$ cat config.mk
export PLATFORM = sky130hd
export DESIGN_NAME = fix_session_sequence_supervisor_flat
export DESIGN_NICKNAME = d
export VERILOG_FILES = /design/src/rtl/core/fsss_pkg.sv /design/src/rtl/core/fsss_chan_if.sv /design/src/rtl/core/fsss_step.sv /design/src/rtl/core/fix_session_sequence_supervisor.sv /design/src/flat_wrapper.sv
export SDC_FILE = /design/constraint.sdc
export NUM_CORES = 1
export LEC_CHECK = 0
export ABC_AREA = 1
export BUFFER_PORTS_ARGS = -buffer_cell sky130_fd_sc_hd__buf_2
export CORE_AREA = 2 2 242 244
export DETAILED_ROUTE_END_ITERATION = 6
export DIE_AREA = 0 0 244 246
export GPL_ROUTABILITY_DRIVEN = 1
export HOLD_SLACK_MARGIN = 0.12
export PLACE_DENSITY = 0.86
export SYNTH_ARGS = -nofsm -noshare
export SYNTH_HDL_FRONTEND = slang
export SYNTH_SLANG_ARGS = --single-unit
$ cat constraint.sdc
create_clock -name clk -period 11.15 [get_ports clk]
set_clock_uncertainty 0.15 [all_clocks]
set_input_delay 1.115 -clock clk [delete_from_list [all_inputs] [get_ports clk]]
set_output_delay 1.115 -clock clk [all_outputs]
set_load 0.02 [all_outputs]
$ cat src/rtl/core/fsss_pkg.sv
// fsss_pkg: types, codes and constants of the FIX session sequence supervisor.
// Used by the channel interfaces, the step logic and the top level.
package fsss_pkg;

  localparam int SEQ_W  = 31;
  localparam int TIME_W = 32;
  localparam int ID_W   = 32;
  localparam int REG_W  = 16;

  localparam logic [REG_W-1:0] HB_INTERVAL_RST = 16'd5;
  localparam logic [REG_W-1:0] HB_LATENCY_RST  = 16'd1;
  localparam logic [ID_W-1:0]  TEST_ID_RST     = 32'd1;

  typedef enum logic [0:0] {
    CFG_HB_INTERVAL = 1'b0,
    CFG_HB_LATENCY  = 1'b1
  } cfg_idx_t;

  typedef enum logic [2:0] {
    RT_INBOUND   = 3'd0,
    RT_SEQ_RESET = 3'd1,
    RT_HEARTBEAT = 3'd2,
    RT_TICK      = 3'd3,
    RT_OUTBOUND  = 3'd4,
    RT_END_OF_DAY = 3'd5,
    RT_RESTORE   = 3'd6
  } req_type_t;

  typedef enum logic [3:0] {
    V_OK           = 4'd0,
    V_GAP_IGNORE   = 4'd1,
    V_LOW_CLOSE    = 4'd2,
    V_RESET        = 4'd3,
    V_BAD_NEW      = 4'd4,
    V_AHEAD_CLOSE  = 4'd5,
    V_HB_NO_ID     = 4'd6,
    V_HB_MATCH     = 4'd7,
    V_HB_MISMATCH  = 4'd8,
    V_IDLE         = 4'd9,
    V_TEST_SENT    = 4'd10,
    V_TIMEOUT      = 4'd11,
    V_OUT_ASSIGNED = 4'd12,
    V_SEQ_SET      = 4'd13
  } verdict_t;

  typedef enum logic [1:0] {
    SK_NONE   = 2'd0,
    SK_RESEND = 2'd1,
    SK_TEST   = 2'd2
  } send_kind_t;

  typedef struct packed {
    req_type_t         req_type;
    logic [TIME_W-1:0] now_seconds;
    logic [SEQ_W-1:0]  msg_seq;
    logic [SEQ_W-1:0]  new_seq;
    logic              fill_mode;
    logic              has_req_id;
    logic [ID_W-1:0]   req_id;
    logic [SEQ_W-1:0]  restore_in_seq;
    logic [SEQ_W-1:0]  restore_out_seq;
  } req_t;

  typedef struct packed {
    verdict_t          verdict;
    send_kind_t        send_kind;
    logic [SEQ_W-1:0]  send_seq;
    logic [SEQ_W-1:0]  resend_begin;
    logic [ID_W-1:0]   test_req_id;
    logic [SEQ_W-1:0]  expected_last;
    logic [SEQ_W-1:0]  gap_target;
  } rsp_t;

  typedef struct packed {
    logic [SEQ_W-1:0]  in_seq_last;
    logic [SEQ_W-1:0]  out_seq_last;
    logic [SEQ_W-1:0]  gap_high;
    logic [ID_W-1:0]   test_id_counter;
    logic [TIME_W-1:0] test_sent_time;
    logic [TIME_W-1:0] last_recv_time;
  } sess_t;

  typedef struct packed {
    logic [REG_W-1:0] hb_interval;
    logic [REG_W-1:0] hb_latency;
  } cfg_t;

endpackage

$ cat src/rtl/core/fsss_chan_if.sv
// fsss_chan_if: valid/ready channels for request beats and result beats.
// Depends on fsss_pkg for field widths.
interface fsss_in_if;
  logic                         valid;
  logic                         ready;
  logic [2:0]                   req_type;
  logic [fsss_pkg::TIME_W-1:0]  now_seconds;
  logic [fsss_pkg::SEQ_W-1:0]   msg_seq;
  logic [fsss_pkg::SEQ_W-1:0]   new_seq;
  logic                         fill_mode;
  logic                         has_req_id;
  logic [fsss_pkg::ID_W-1:0]    req_id;
  logic [fsss_pkg::SEQ_W-1:0]   restore_in_seq;
  logic [fsss_pkg::SEQ_W-1:0]   restore_out_seq;

  modport source (output valid, req_type, now_seconds, msg_seq, new_seq, fill_mode,
                  has_req_id, req_id, restore_in_seq, restore_out_seq, input ready);
  modport sink (input valid, req_type, now_seconds, msg_seq, new_seq, fill_mode,
                has_req_id, req_id, restore_in_seq, restore_out_seq, output ready);
endinterface

interface fsss_out_if;
  logic                         valid;
  logic                         ready;
  logic [3:0]                   verdict;
  logic [1:0]                   send_kind;
  logic [fsss_pkg::SEQ_W-1:0]   send_seq;
  logic [fsss_pkg::SEQ_W-1:0]   resend_begin;
  logic [fsss_pkg::ID_W-1:0]    test_req_id;
  logic [fsss_pkg::SEQ_W-1:0]   expected_last;
  logic [fsss_pkg::SEQ_W-1:0]   gap_target;

  modport source (output valid, verdict, send_kind, send_seq, resend_begin, test_req_id,
                  expected_last, gap_target, input ready);
  modport sink (input valid, verdict, send_kind, send_seq, resend_begin, test_req_id,
                expected_last, gap_target, output ready);
endinterface

$ cat src/rtl/core/fsss_step.sv
// fsss_step: next session state and result beat for one request.
// Depends on fsss_pkg.
module fsss_step (
  input  fsss_pkg::req_t  req,
  input  fsss_pkg::sess_t cur,
  input  fsss_pkg::cfg_t  cfg,
  output fsss_pkg::sess_t nxt,
  output fsss_pkg::rsp_t  rsp
);

  logic [fsss_pkg::SEQ_W:0]      expect_seq;
  logic [fsss_pkg::REG_W-1:0]    hbt;
  logic [fsss_pkg::REG_W-1:0]    lat;
  logic [fsss_pkg::TIME_W:0]     idle_lim;
  logic [fsss_pkg::TIME_W+1:0]   tmo_lim;
  logic [fsss_pkg::SEQ_W-1:0]    out_inc;
  logic [fsss_pkg::SEQ_W-1:0]    new_dec;
  logic [fsss_pkg::ID_W-1:0]     id_inc;

  assign expect_seq = {1'b0, cur.in_seq_last} + (fsss_pkg::SEQ_W+1)'(1);
  assign hbt = (cfg.hb_interval == '0) ? fsss_pkg::HB_INTERVAL_RST : cfg.hb_interval;
  assign lat = (cfg.hb_latency == '0) ? fsss_pkg::HB_LATENCY_RST : cfg.hb_latency;
  assign idle_lim = {1'b0, cur.last_recv_time} + (fsss_pkg::TIME_W+1)'(hbt);
  assign tmo_lim = {2'b0, cur.test_sent_time} + (fsss_pkg::TIME_W+2)'(hbt)
                 + (fsss_pkg::TIME_W+2)'(lat);
  assign out_inc = cur.out_seq_last + fsss_pkg::SEQ_W'(1);
  assign new_dec = req.new_seq - fsss_pkg::SEQ_W'(1);
  assign id_inc = cur.test_id_counter + fsss_pkg::ID_W'(1);

  always_comb begin
    nxt              = cur;
    rsp.verdict      = fsss_pkg::V_IDLE;
    rsp.send_kind    = fsss_pkg::SK_NONE;
    rsp.send_seq     = '0;
    rsp.resend_begin = '0;
    rsp.test_req_id  = '0;

    unique case (req.req_type)
      fsss_pkg::RT_INBOUND: begin
        nxt.last_recv_time = req.now_seconds;
        if (req.msg_seq <= cur.in_seq_last) begin
          nxt.gap_high = '0;
          rsp.verdict  = fsss_pkg::V_LOW_CLOSE;
        end else if ({1'b0, req.msg_seq} == expect_seq) begin
          nxt.gap_high    = '0;
          nxt.in_seq_last = req.msg_seq;
          rsp.verdict     = fsss_pkg::V_OK;
        end else begin
          if (req.msg_seq > cur.gap_high) begin
            if (cur.gap_high == '0) begin
              nxt.test_sent_time = '0;
              nxt.out_seq_last   = out_inc;
              rsp.send_kind      = fsss_pkg::SK_RESEND;
              rsp.resend_begin   = expect_seq[fsss_pkg::SEQ_W-1:0];
              rsp.send_seq       = out_inc;
            end
            nxt.gap_high = req.msg_seq;
          end
          rsp.verdict = fsss_pkg::V_GAP_IGNORE;
        end
      end
      fsss_pkg::RT_SEQ_RESET: begin
        nxt.last_recv_time = req.now_seconds;
        if (req.new_seq == '0) begin
          nxt.gap_high = '0;
          rsp.verdict  = fsss_pkg::V_BAD_NEW;
        end else if (!req.fill_mode) begin
          nxt.in_seq_last = new_dec;
          rsp.verdict     = fsss_pkg::V_RESET;
        end else if (req.msg_seq <= cur.in_seq_last) begin
          nxt.gap_high = '0;
          rsp.verdict  = fsss_pkg::V_LOW_CLOSE;
        end else if ({1'b0, req.msg_seq} > expect_seq) begin
          nxt.gap_high = '0;
          rsp.verdict  = fsss_pkg::V_AHEAD_CLOSE;
        end else begin
          if (req.new_seq >= cur.gap_high) begin
            nxt.gap_high = '0;
          end
          nxt.in_seq_last = new_dec;
          rsp.verdict     = fsss_pkg::V_RESET;
        end
      end
      fsss_pkg::RT_HEARTBEAT: begin
        nxt.last_recv_time = req.now_seconds;
        if (!req.has_req_id) begin
          rsp.verdict = fsss_pkg::V_HB_NO_ID;
        end else if (req.req_id == cur.test_id_counter) begin
          nxt.test_sent_time = '0;
          rsp.verdict        = fsss_pkg::V_HB_MATCH;
        end else begin
          rsp.verdict = fsss_pkg::V_HB_MISMATCH;
        end
      end
      fsss_pkg::RT_TICK: begin
        if ({1'b0, req.now_seconds} > idle_lim) begin
          if (cur.test_sent_time != '0) begin
            if ({2'b0, req.now_seconds} > tmo_lim) begin
              nxt.gap_high = '0;
              rsp.verdict  = fsss_pkg::V_TIMEOUT;
            end
          end else begin
            nxt.out_seq_last    = out_inc;
            nxt.test_id_counter = id_inc;
            nxt.test_sent_time  = req.now_seconds;
            rsp.send_seq        = out_inc;
            rsp.test_req_id     = id_inc;
            rsp.send_kind       = fsss_pkg::SK_TEST;
            rsp.verdict         = fsss_pkg::V_TEST_SENT;
          end
        end
      end
      fsss_pkg::RT_OUTBOUND: begin
        nxt.out_seq_last = out_inc;
        rsp.send_seq     = out_inc;
        rsp.verdict      = fsss_pkg::V_OUT_ASSIGNED;
      end
      fsss_pkg::RT_END_OF_DAY: begin
        nxt.in_seq_last  = '0;
        nxt.out_seq_last = '0;
        rsp.verdict      = fsss_pkg::V_SEQ_SET;
      end
      fsss_pkg::RT_RESTORE: begin
        nxt.in_seq_last  = req.restore_in_seq;
        nxt.out_seq_last = req.restore_out_seq;
        rsp.verdict      = fsss_pkg::V_SEQ_SET;
      end
      default: begin
        rsp.verdict = fsss_pkg::V_IDLE;
      end
    endcase

    rsp.expected_last = nxt.in_seq_last;
    rsp.gap_target    = nxt.gap_high;
  end

endmodule

$ cat src/rtl/core/fix_session_sequence_supervisor.sv
// Sequence and liveness supervisor of a FIX-style session: top level.
// Depends on fsss_pkg, fsss_chan_if and fsss_step.
// One request beat is taken every cycle while the result path is not stalled, and each gives
// exactly one result beat. A beat lands in the request register; the session state and the
// result register are updated from it once the result register is free, and the result is
// then shown. As fsss_step computes the next session state combinationally, the rate is one
// beat per cycle unless the output stalls. Write the heartbeat registers only while no beat
// is in flight.
module fix_session_sequence_supervisor (
  input  logic                      clk,
  input  logic                      rst_n,
  input  logic                      cfg_we,
  input  logic [0:0]                cfg_index,
  input  logic [fsss_pkg::REG_W-1:0] cfg_wdata,
  fsss_in_if.sink                   in_if,
  fsss_out_if.source                out_if
);

  fsss_pkg::req_t  req_r;
  logic            req_vld_r;
  fsss_pkg::sess_t sess_r;
  fsss_pkg::sess_t sess_nxt;
  fsss_pkg::cfg_t  cfg_r;
  fsss_pkg::rsp_t  rsp_r;
  fsss_pkg::rsp_t  rsp_nxt;
  logic            rsp_vld_r;
  logic            rsp_free;
  logic            req_adv;
  logic            in_take;

  assign rsp_free = !rsp_vld_r || out_if.ready;
  assign req_adv  = req_vld_r && rsp_free;
  assign in_if.ready = !req_vld_r || rsp_free;
  assign in_take  = in_if.valid && in_if.ready;

  fsss_step u_step (
    .req (req_r),
    .cur (sess_r),
    .cfg (cfg_r),
    .nxt (sess_nxt),
    .rsp (rsp_nxt)
  );

  always_ff @(posedge clk) begin
    if (!rst_n) begin
      cfg_r.hb_interval <= fsss_pkg::HB_INTERVAL_RST;
      cfg_r.hb_latency  <= fsss_pkg::HB_LATENCY_RST;
    end else if (cfg_we) begin
      unique case (fsss_pkg::cfg_idx_t'(cfg_index))
        fsss_pkg::CFG_HB_INTERVAL: cfg_r.hb_interval <= cfg_wdata;
        fsss_pkg::CFG_HB_LATENCY:  cfg_r.hb_latency  <= cfg_wdata;
        default: cfg_r <= cfg_r;
      endcase
    end
  end

  always_ff @(posedge clk) begin
    if (!rst_n) begin
      req_vld_r <= 1'b0;
    end else if (in_if.ready) begin
      req_vld_r <= in_if.valid;
    end
  end

  always_ff @(posedge clk) begin
    if (in_take) begin
      req_r.req_type        <= fsss_pkg::req_type_t'(in_if.req_type);
      req_r.now_seconds     <= in_if.now_seconds;
      req_r.msg_seq         <= in_if.msg_seq;
      req_r.new_seq         <= in_if.new_seq;
      req_r.fill_mode       <= in_if.fill_mode;
      req_r.has_req_id      <= in_if.has_req_id;
      req_r.req_id          <= in_if.req_id;
      req_r.restore_in_seq  <= in_if.restore_in_seq;
      req_r.restore_out_seq <= in_if.restore_out_seq;
    end
  end

  always_ff @(posedge clk) begin
    if (!rst_n) begin
      sess_r.in_seq_last     <= '0;
      sess_r.out_seq_last    <= '0;
      sess_r.gap_high        <= '0;
      sess_r.test_id_counter <= fsss_pkg::TEST_ID_RST;
      sess_r.test_sent_time  <= '0;
      sess_r.last_recv_time  <= '0;
    end else if (req_adv) begin
      sess_r <= sess_nxt;
    end
  end

  always_ff @(posedge clk) begin
    if (!rst_n) begin
      rsp_vld_r <= 1'b0;
    end else if (rsp_free) begin
      rsp_vld_r <= req_vld_r;
    end
  end

  always_ff @(posedge clk) begin
    if (req_adv) begin
      rsp_r <= rsp_nxt;
    end
  end

  assign out_if.valid         = rsp_vld_r;
  assign out_if.verdict       = rsp_r.verdict;
  assign out_if.send_kind     = rsp_r.send_kind;
  assign out_if.send_seq      = rsp_r.send_seq;
  assign out_if.resend_begin  = rsp_r.resend_begin;
  assign out_if.test_req_id   = rsp_r.test_req_id;
  assign out_if.expected_last = rsp_r.expected_last;
  assign out_if.gap_target    = rsp_r.gap_target;

  a_rsp_tracks_state: assert property (@(posedge clk) disable iff (!rst_n)
    req_adv |=> (rsp_r.expected_last == sess_r.in_seq_last &&
                 rsp_r.gap_target == sess_r.gap_high))
    else $error("result beat disagrees with session state");

  a_resend_on_gap: assert property (@(posedge clk) disable iff (!rst_n)
    (rsp_vld_r && rsp_r.send_kind == fsss_pkg::SK_RESEND) |->
      (rsp_r.verdict == fsss_pkg::V_GAP_IGNORE && rsp_r.send_seq == sess_r.out_seq_last
       || !$stable(sess_r)))
    else $error("resend request without a gap");

  a_test_numbered: assert property (@(posedge clk) disable iff (!rst_n)
    (req_adv && rsp_nxt.send_kind == fsss_pkg::SK_TEST) |=>
      (sess_r.test_id_counter == rsp_r.test_req_id &&
       sess_r.test_sent_time == $past(req_r.now_seconds)))
    else $error("test request id or send time not held");

  a_silent_fields: assert property (@(posedge clk) disable iff (!rst_n)
    (rsp_vld_r && rsp_r.send_kind == fsss_pkg::SK_NONE) |->
      (rsp_r.resend_begin == '0 && rsp_r.test_req_id == '0))
    else $error("request fields set on a beat that emits nothing");

endmodule

$ cat src/flat_wrapper.sv
// flat-port wrapper written by rule: the top's interface ports become plain ports
module fix_session_sequence_supervisor_flat 
  (clk, rst_n, cfg_we, cfg_index, cfg_wdata, in_if_valid, in_if_req_type, in_if_now_seconds, in_if_msg_seq, in_if_new_seq, in_if_fill_mode, in_if_has_req_id, in_if_req_id, in_if_restore_in_seq, in_if_restore_out_seq, in_if_ready, out_if_valid, out_if_verdict, out_if_send_kind, out_if_send_seq, out_if_resend_begin, out_if_test_req_id, out_if_expected_last, out_if_gap_target, out_if_ready);
  fsss_in_if in_if_i ();
  fsss_out_if out_if_i ();
  input  logic clk;
  input  logic rst_n;
  input  logic cfg_we;
  input  logic [0:0] cfg_index;
  input  logic [fsss_pkg::REG_W-1:0] cfg_wdata;
  input wire logic [$bits(in_if_i.valid)-1:0] in_if_valid;
  input wire logic [$bits(in_if_i.req_type)-1:0] in_if_req_type;
  input wire logic [$bits(in_if_i.now_seconds)-1:0] in_if_now_seconds;
  input wire logic [$bits(in_if_i.msg_seq)-1:0] in_if_msg_seq;
  input wire logic [$bits(in_if_i.new_seq)-1:0] in_if_new_seq;
  input wire logic [$bits(in_if_i.fill_mode)-1:0] in_if_fill_mode;
  input wire logic [$bits(in_if_i.has_req_id)-1:0] in_if_has_req_id;
  input wire logic [$bits(in_if_i.req_id)-1:0] in_if_req_id;
  input wire logic [$bits(in_if_i.restore_in_seq)-1:0] in_if_restore_in_seq;
  input wire logic [$bits(in_if_i.restore_out_seq)-1:0] in_if_restore_out_seq;
  output wire logic [$bits(in_if_i.ready)-1:0] in_if_ready;
  output wire logic [$bits(out_if_i.valid)-1:0] out_if_valid;
  output wire logic [$bits(out_if_i.verdict)-1:0] out_if_verdict;
  output wire logic [$bits(out_if_i.send_kind)-1:0] out_if_send_kind;
  output wire logic [$bits(out_if_i.send_seq)-1:0] out_if_send_seq;
  output wire logic [$bits(out_if_i.resend_begin)-1:0] out_if_resend_begin;
  output wire logic [$bits(out_if_i.test_req_id)-1:0] out_if_test_req_id;
  output wire logic [$bits(out_if_i.expected_last)-1:0] out_if_expected_last;
  output wire logic [$bits(out_if_i.gap_target)-1:0] out_if_gap_target;
  input wire logic [$bits(out_if_i.ready)-1:0] out_if_ready;
  assign in_if_i.valid = in_if_valid;
  assign in_if_i.req_type = in_if_req_type;
  assign in_if_i.now_seconds = in_if_now_seconds;
  assign in_if_i.msg_seq = in_if_msg_seq;
  assign in_if_i.new_seq = in_if_new_seq;
  assign in_if_i.fill_mode = in_if_fill_mode;
  assign in_if_i.has_req_id = in_if_has_req_id;
  assign in_if_i.req_id = in_if_req_id;
  assign in_if_i.restore_in_seq = in_if_restore_in_seq;
  assign in_if_i.restore_out_seq = in_if_restore_out_seq;
  assign in_if_ready = in_if_i.ready;
  assign out_if_valid = out_if_i.valid;
  assign out_if_verdict = out_if_i.verdict;
  assign out_if_send_kind = out_if_i.send_kind;
  assign out_if_send_seq = out_if_i.send_seq;
  assign out_if_resend_begin = out_if_i.resend_begin;
  assign out_if_test_req_id = out_if_i.test_req_id;
  assign out_if_expected_last = out_if_i.expected_last;
  assign out_if_gap_target = out_if_i.gap_target;
  assign out_if_i.ready = out_if_ready;
  fix_session_sequence_supervisor u_core (.clk(clk), .rst_n(rst_n), .cfg_we(cfg_we), .cfg_index(cfg_index), .cfg_wdata(cfg_wdata), .in_if(in_if_i), .out_if(out_if_i));
endmodule
==> results.json, run 1 <==
{
  "preCtsSetupSlack_ns": 4.57,
  "ios": 379,
  "synth.distinct_cells": 59,
  "cp_max_fo": 31,
  "synth-edff-count": 355,
  "htreeDepth": 2,
  "cpMostUsedCell": "nand2_1",
  "hold_start": "u_core.sess_r[95]",
  "start_kind": "flop",
  "worstHoldPathType": "reg2reg",
  "tritoncts": "done",
  "grt_pass1_vias": 28409,
  "cts.sinks": 578,
  "synth_ff_type": "edfxtp_1",
  "post-route-period-util": 0.601,
  "setup.worst_path.start": "u_core.cfg_r[31]",
  "clock.fmax_mhz": 149,
  "crit_family": "simple AND/OR/NAND/NOR gates",
  "gr-total-overflow": 0,
  "worst_slack_ns": 4.45,
  "fin_crit_ns": 6.70,
  "synthCells": 4171,
  "maxSlewViolCount": 0,
  "grt_first_pass_wirelength_um": 158000,
  "vias": 30397,
  "tns_ns": 0,
  "crit_type": "reg2reg",
  "routedWlPerCell_um": 19.6,
  "endpoint_kind": "flop",
  "seq_area_frac_synth": 0.444,
  "die_x_um": 244,
  "slew_headroom": 0.154,
  "row_count": 88,
  "syn_avg_cell_area_um2": 8.16,
  "clkTransAtPathRegs_ns": 0.06,
  "ys_seq_elements": 578,
  "required_ns": 11.55,
  "drive_gt1_frac": 0.134,
  "hold_viol_final": 0,
  "dr.pass1.iters": 6,
  "crit_buf_inv": 3,
  "maxCapViolCount": 0,
  "nets": 4935,
  "cts_made_buffers": 61,
  "fillers": 4606,
  "ir_drop_uv": 135,
  "run_status": "completed",
  "antenna_found_initial": 11,
  "cts_resized": 0,
  "grt_max_degree": 130,
  "root_buffer": "clkbuf_16",
  "dp_hpwl_um": 76600,
  "async_flop_share": 0,
  "power_density_nw_per_um2": 144,
  "tightest_slew_ns": 1.26,
  "drtAntennaViolNets": 0,
  "area_growth_pct": 13.1,
  "grt_usage": 0.338,
  "drt_wl_total_um": 104000,
  "viasPerCell": 5.73,
  "setup_viol": 0,
  "portBuffers": 378,
  "postCtsSetupBuffers": 0,
  "drc": 0,
  "rsz0062_at_grt": "no",
  "register_area_um2": 15100,
  "netlist_area_um2": 34000,
  "cts_buffer_depth": 3,
  "die_y_um": 246,
  "synth_fp_nets": 4629,
  "r2r-start": "u_core.cfg_r[31]",
  "routabilityCongestion": 0.995,
  "worstPathArrival_ns": 7.10,
  "core_um2": 57400,
  "synth_warnings": 0,
  "multi_input_area_um2": 16200,
  "hold_buffers": 0,
  "drt_iter0_markers": 3516,
  "p_leak_nw": 17.1,
  "start_util": 0.594,
  "die-area_um2": 60000,
  "clkLatencyLatePin_ns": 0.65,
  "cp_slowest_cell": "nand3_2",
  "slowest_delay_ns": 0.64
}
-- synth_stat cells (6+ instances only) --
library cell	number	area [um2]
o211ai_1	26	195
a21oi_1	353	1770
nand2_1	856	3210
o21bai_1	10	75.1
a21o_1	6	45.0
nor2_2	17	106
nor3_2	6	60.1
dfxtp_1	223	4460
a31oi_1	6	37.5
inv_1	538	2020
a21oi_2	23	201
clkbuf_1	101	379
or2_2	15	93.8
edfxtp_1	355	10700
ha_1	225	2820
buf_2	35	175
nor2_1	424	1590
nor3_1	72	360
fa_1	18	360
nand2_2	8	50.1
o21ai_1	48	240
nor4_1	54	338
inv_2	11	41.3
nand3_1	204	1020
buf_1	9	33.8
buf_6	9	101
xor2_1	138	1210
xnor2_1	36	315
nand3b_1	6	45.0
o21ai_0	217	1090
o21a_1	9	67.6
nand4_1	67	419
-- metrics by stage --
stage | cell area, um2 | total power, W | utilization | cells | hold slack (ns)
after global placement | 36400 | 0.00338 | 0.634 | 5179 | 0.304
after global routing | 38500 | 0.00574 | 0.671 | 5300 | 0.371
after floorplan | 34000 | 0.00312 | - | 4171 | 0.294
after detailed placement | 36400 | 0.00341 | 0.634 | 5179 | 0.321
final | 38500 | 0.00554 | 0.672 | 5303 | 0.329
after CTS | 38500 | 0.00553 | 0.671 | 5294 | 0.330
-- per-layer routing --
layer  vias to the layer above  GRT usage  part of all wire
li1                      14475          -                 -
met1                     14073      0.458              0.41
met2                      1560      0.531              0.45
met3                       285     0.0545             0.093
met4                         4      0.166             0.051
met5                         -          0           0.00018
-- area by class of cell --
cell class              instances  share of cell area
repair buffers                399              0.0533
inverters                     554              0.0544
clock inverters                36              0.0120
well taps                     765              0.0248
flip-flops and latches        578               0.393
diodes                          9            0.000585
multi-input cells            2883               0.420
clock buffers                  79              0.0427
-- worst min-delay path, stage by stage, from the launching register on --
cell	delay, ns
dfxtp_1	0.31
nand2_1	0.06
a21oi_1	0.06
-- sequential cells by signal, indices dropped and copies added, names as in the netlist --
register / cells
u_core.req_r: 193
u_core.sess_r: 189
u_core.cfg_r: 32
u_core.out_if.test_req_id: 32
u_core.out_if.expected_last: 31
u_core.out_if.gap_target: 31
u_core.out_if.resend_begin: 31
u_core.out_if.send_seq: 31
u_core.out_if.verdict: 4
u_core.out_if.send_kind: 2
u_core.out_if.valid: 1
u_core.req_vld_r: 1
-- cells by family (layout without fill, tap and decap cells) --
family,after synthesis,in the layout,share of synthesized area
flops,578,578,0.444
buf+inv,710,1068,0.0821
xor+xnor,174,174,0.0448
compound gates,712,712,0.113
simple gates,1754,1754,0.223
other cells,0,9,0
fa+ha+maj,243,243,0.0933
-- worst paths after layout --
check                       endpoint  slack (ns)  cells after the start
setup reg to reg  u_core.sess_r[124]        4.45                     33
hold / removal     u_core.sess_r[95]        0.33                      2
hold reg to reg    u_core.sess_r[95]        0.33                      2
setup / recovery  u_core.sess_r[124]        4.45                     33
-- power by group --
part           switching (W)  total [W]  internal [W]
combinational       0.000596   0.000884      0.000287
sequential          0.000110    0.00251       0.00240
clock               0.000894    0.00215       0.00125
-- layout by cell type (no fill, tap or decap), types with 6 or more instances in the layout --
master     count
clkinv_2       8
dfxtp_1      223
edfxtp_1     355
clkbuf_16     61
fa_1          18
xor2_1       138
nand4_1       67
bufinv_16      9
o21bai_1      10
o211ai_1      26
ha_1         225
xnor2_1       36
buf_2        377
diode_2        9
nor2_2        17
a21oi_2       23
a31oi_1        6
clkinv_1       7
nand3_1      204
or2_2         15
nor2_1       422
inv_1        536
buf_4         22
inv_2         12
a21oi_1      353
o21ai_0      217
a21o_1         6
o21ai_1       48
o21a_1         9
nand2_2        8
clkbuf_1      13
nor3_1        72
nand3b_1       6
nand2_1      856
nor4_1        54
No activity file was read; power rests on OpenSTA's default activity.
==> inputs of run 2 (changes only) <==
CORE_AREA = 2 2 255 257   (was 2 2 242 244)
DIE_AREA = 0 0 257 259   (was 0 0 244 246)
PLACE_DENSITY = 0.82   (was 0.86)
clock period = 5.7 ns   (was 11.15 ns; I/O delays follow)
==> results.json, run 2 (synthesis results as in run 1) <==
{
  "cts_made_buffers": 66,
  "crit_type": "reg2reg",
  "antenna_found_initial": 7,
  "gr-total-overflow": 0,
  "fin_crit_ns": 5.59,
  "clock.fmax_mhz": 179,
  "layout_common_cells": "838 x nand2_1, 533 x inv_1, 420 x nor2_1",
  "dr_wl_met2_um": 52800,
  "die-area_um2": 66600,
  "nets": 5185,
  "p_leak_nw": 18.3,
  "grt_usage": 0.331,
  "dp_hpwl_um": 79300,
  "row_count": 93,
  "drive_gt1_frac": 0.148,
  "viasPerCell": 5.67,
  "final_common_cell": "nand2_1",
  "dr.pass1.iters": 7,
  "cp_max_fo": 11,
  "setup_viol": 0,
  "drc": 2,
  "drt_wl_total_um": 114000,
  "top_layer": "met5",
  "clkLatencyLatePin_ns": 0.63,
  "start_util": 0.533,
  "wl_met1_um": 44600,
  "run_status": "finished with violations",
  "pwr-share-clk": 0.400,
  "core_um2": 63900,
  "root_buffer": "clkbuf_16",
  "place_inst": 5293,
  "largest_reg_flops": 193,
  "hold_viol_final": 0,
  "p_switching_w": 0.00330,
  "vias": 31985,
  "grt_max_degree": 125,
  "slew_headroom": 0.149,
  "worst_slack_ns": 0.111,
  "die_x_um": 257,
  "portBuffers": 378,
  "violations": "DRC",
  "wl_met3_um": 10100,
  "ir_drop_uv": 369,
  "maxSlewViolCount": 0,
  "drt_iter0_markers": 3731,
  "start_kind": "flop",
  "max_flop_register": "u_core.req_r",
  "tritoncts": "done",
  "worstPathArrival_ns": 5.77,
  "p_int_w": 0.00809,
  "p_seq_frac": 0.431,
  "grt_first_pass_wirelength_um": 171000,
  "post-route-period-util": 0.981,
  "rsz0062_at_grt": "yes",
  "clkTransAtPathRegs_ns": 0.06,
  "drtAntennaViolNets": 0,
  "tightest_slew_ns": 1.27,
  "stdcell_count": 5642,
  "fillers": 5089,
  "maxCapViolCount": 0,
  "ios": 379,
  "register_area_um2": 15100,
  "cts_buffer_depth": 3,
  "grt_pass1_vias": 30630,
  "htreeDepth": 3,
  "pwr-share-comb": 0.168,
  "cts.sinks": 578,
  "worstHoldPathType": "in2reg",
  "power.total_w": 0.0114,
  "routabilityCongestion": 0.980,
  "switching_share": 0.290,
  "area_growth_pct": 22.1,
  "endpoint_kind": "flop",
  "power_density_nw_per_um2": 274,
  "multi_input_area_um2": 16400,
  "die_y_um": 259,
  "preCtsSetupSlack_ns": 0.0168,
  "routedWlPerCell_um": 20.2,
  "required_ns": 5.88,
  "reg_top3": "u_core.req_r: 193 flops, u_core.sess_r: 189 flops"
}
==> run 2: cell count changes in the layout (fill, tap and decap cells not counted), moves of 5 or more <==
| cell | previous run | this run |
|---|---|---|
| nor4_1 | 54 | 49 |
| nand2_2 | 8 | 26 |
| clkbuf_16 | 61 | 70 |
| buf_12 | 0 | 7 |
| dlygate4sd3_1 | 0 | 207 |
| nand2_1 | 856 | 838 |
| buf_4 | 22 | 49 |
==> run 2: routing by layer <==
layer	track usage	vias up
li1	-	14985
met4	0.172	4
met2	0.538	1768
met3	0.0543	396
met5	0	-
met1	0.426	14832
==> run 2: final cells by class <==
| type | instances | share of cell area |
|---|---|---|
| Sequential cell | 578 | 0.364 |
| Antenna cell | 7 | 0.000421 |
| Timing Repair Buffer | 644 | 0.109 |
| Clock inverter | 41 | 0.0130 |
| Multi-Input combinational cell | 2883 | 0.395 |
| Inverter | 554 | 0.0504 |
| Clock buffer | 80 | 0.0427 |
| Tap cell | 855 | 0.0257 |
==> run 2: through the flow <==
step	hold WS (ns)	util	instance area, um2	TNS, ns
2_1_floorplan	0.294	-	34000	0
3_3_place_gp	0.307	0.576	36800	0
3_5_place_dp	0.317	0.576	36800	0
4_1_cts	0.122	0.644	41200	0
5_1_grt	0.161	0.651	41600	-7.12
6_report	0.159	0.651	41600	0
==> run 2: worst max-delay path, stage by stage (launching register included) <==
cell and delay [ns]:
dfxtp_1 0.31, nor4_1 0.39, nand4_1 0.23, nand2_1 0.17, buf_4 0.13, ha_1 0.26
a21oi_1 0.16, nand2_1 0.12, a21oi_1 0.29, inv_1 0.07, a21oi_1 0.25, inv_1 0.10
a21oi_2 0.20, o21bai_1 0.12, nand2_1 0.12, nand2_1 0.16, nand3_1 0.12, xor2_1 0.07
ha_1 0.35, nand4_1 0.11, nor4_1 0.27, nand4_1 0.26, nand2_8 0.20, nor3_1 0.08
buf_4 0.16, nor3_1 0.13, buf_4 0.24, nor2_1 0.08
==> run 2: final timing paths <==
check	start	end	slack (ns)	cells past startpoint
hold reg to reg	u_core.sess_r[95]	u_core.sess_r[95]	0.35	2
hold / removal	cfg_wdata[6]	u_core.cfg_r[6]	0.16	3
setup / recovery	u_core.cfg_r[20]	u_core.out_if.send_seq[5]	0.11	27
setup reg to reg	u_core.cfg_r[20]	u_core.out_if.send_seq[5]	0.11	27
==> run 2: repair_timing <==
action,4_1_cts,5_1_grt
gates resized for setup,1,62
pin swaps,0,28
setup endpoints to repair,1,225
gates cloned,0,3
endpoints found under the hold margin,214,0
hold buffers,207,0
setup buffers,0,11
==> run 2: power groups by stage <==
stage	logic [W]	clock network [W]	registers, W
2_1_floorplan	0.00111	0	0.00499
3_3_place_gp	0.00167	0	0.00498
3_5_place_dp	0.00171	0	0.00498
4_1_cts	0.00183	0.00459	0.00490
5_1_grt	0.00212	0.00476	0.00493
6_report	0.00192	0.00456	0.00491
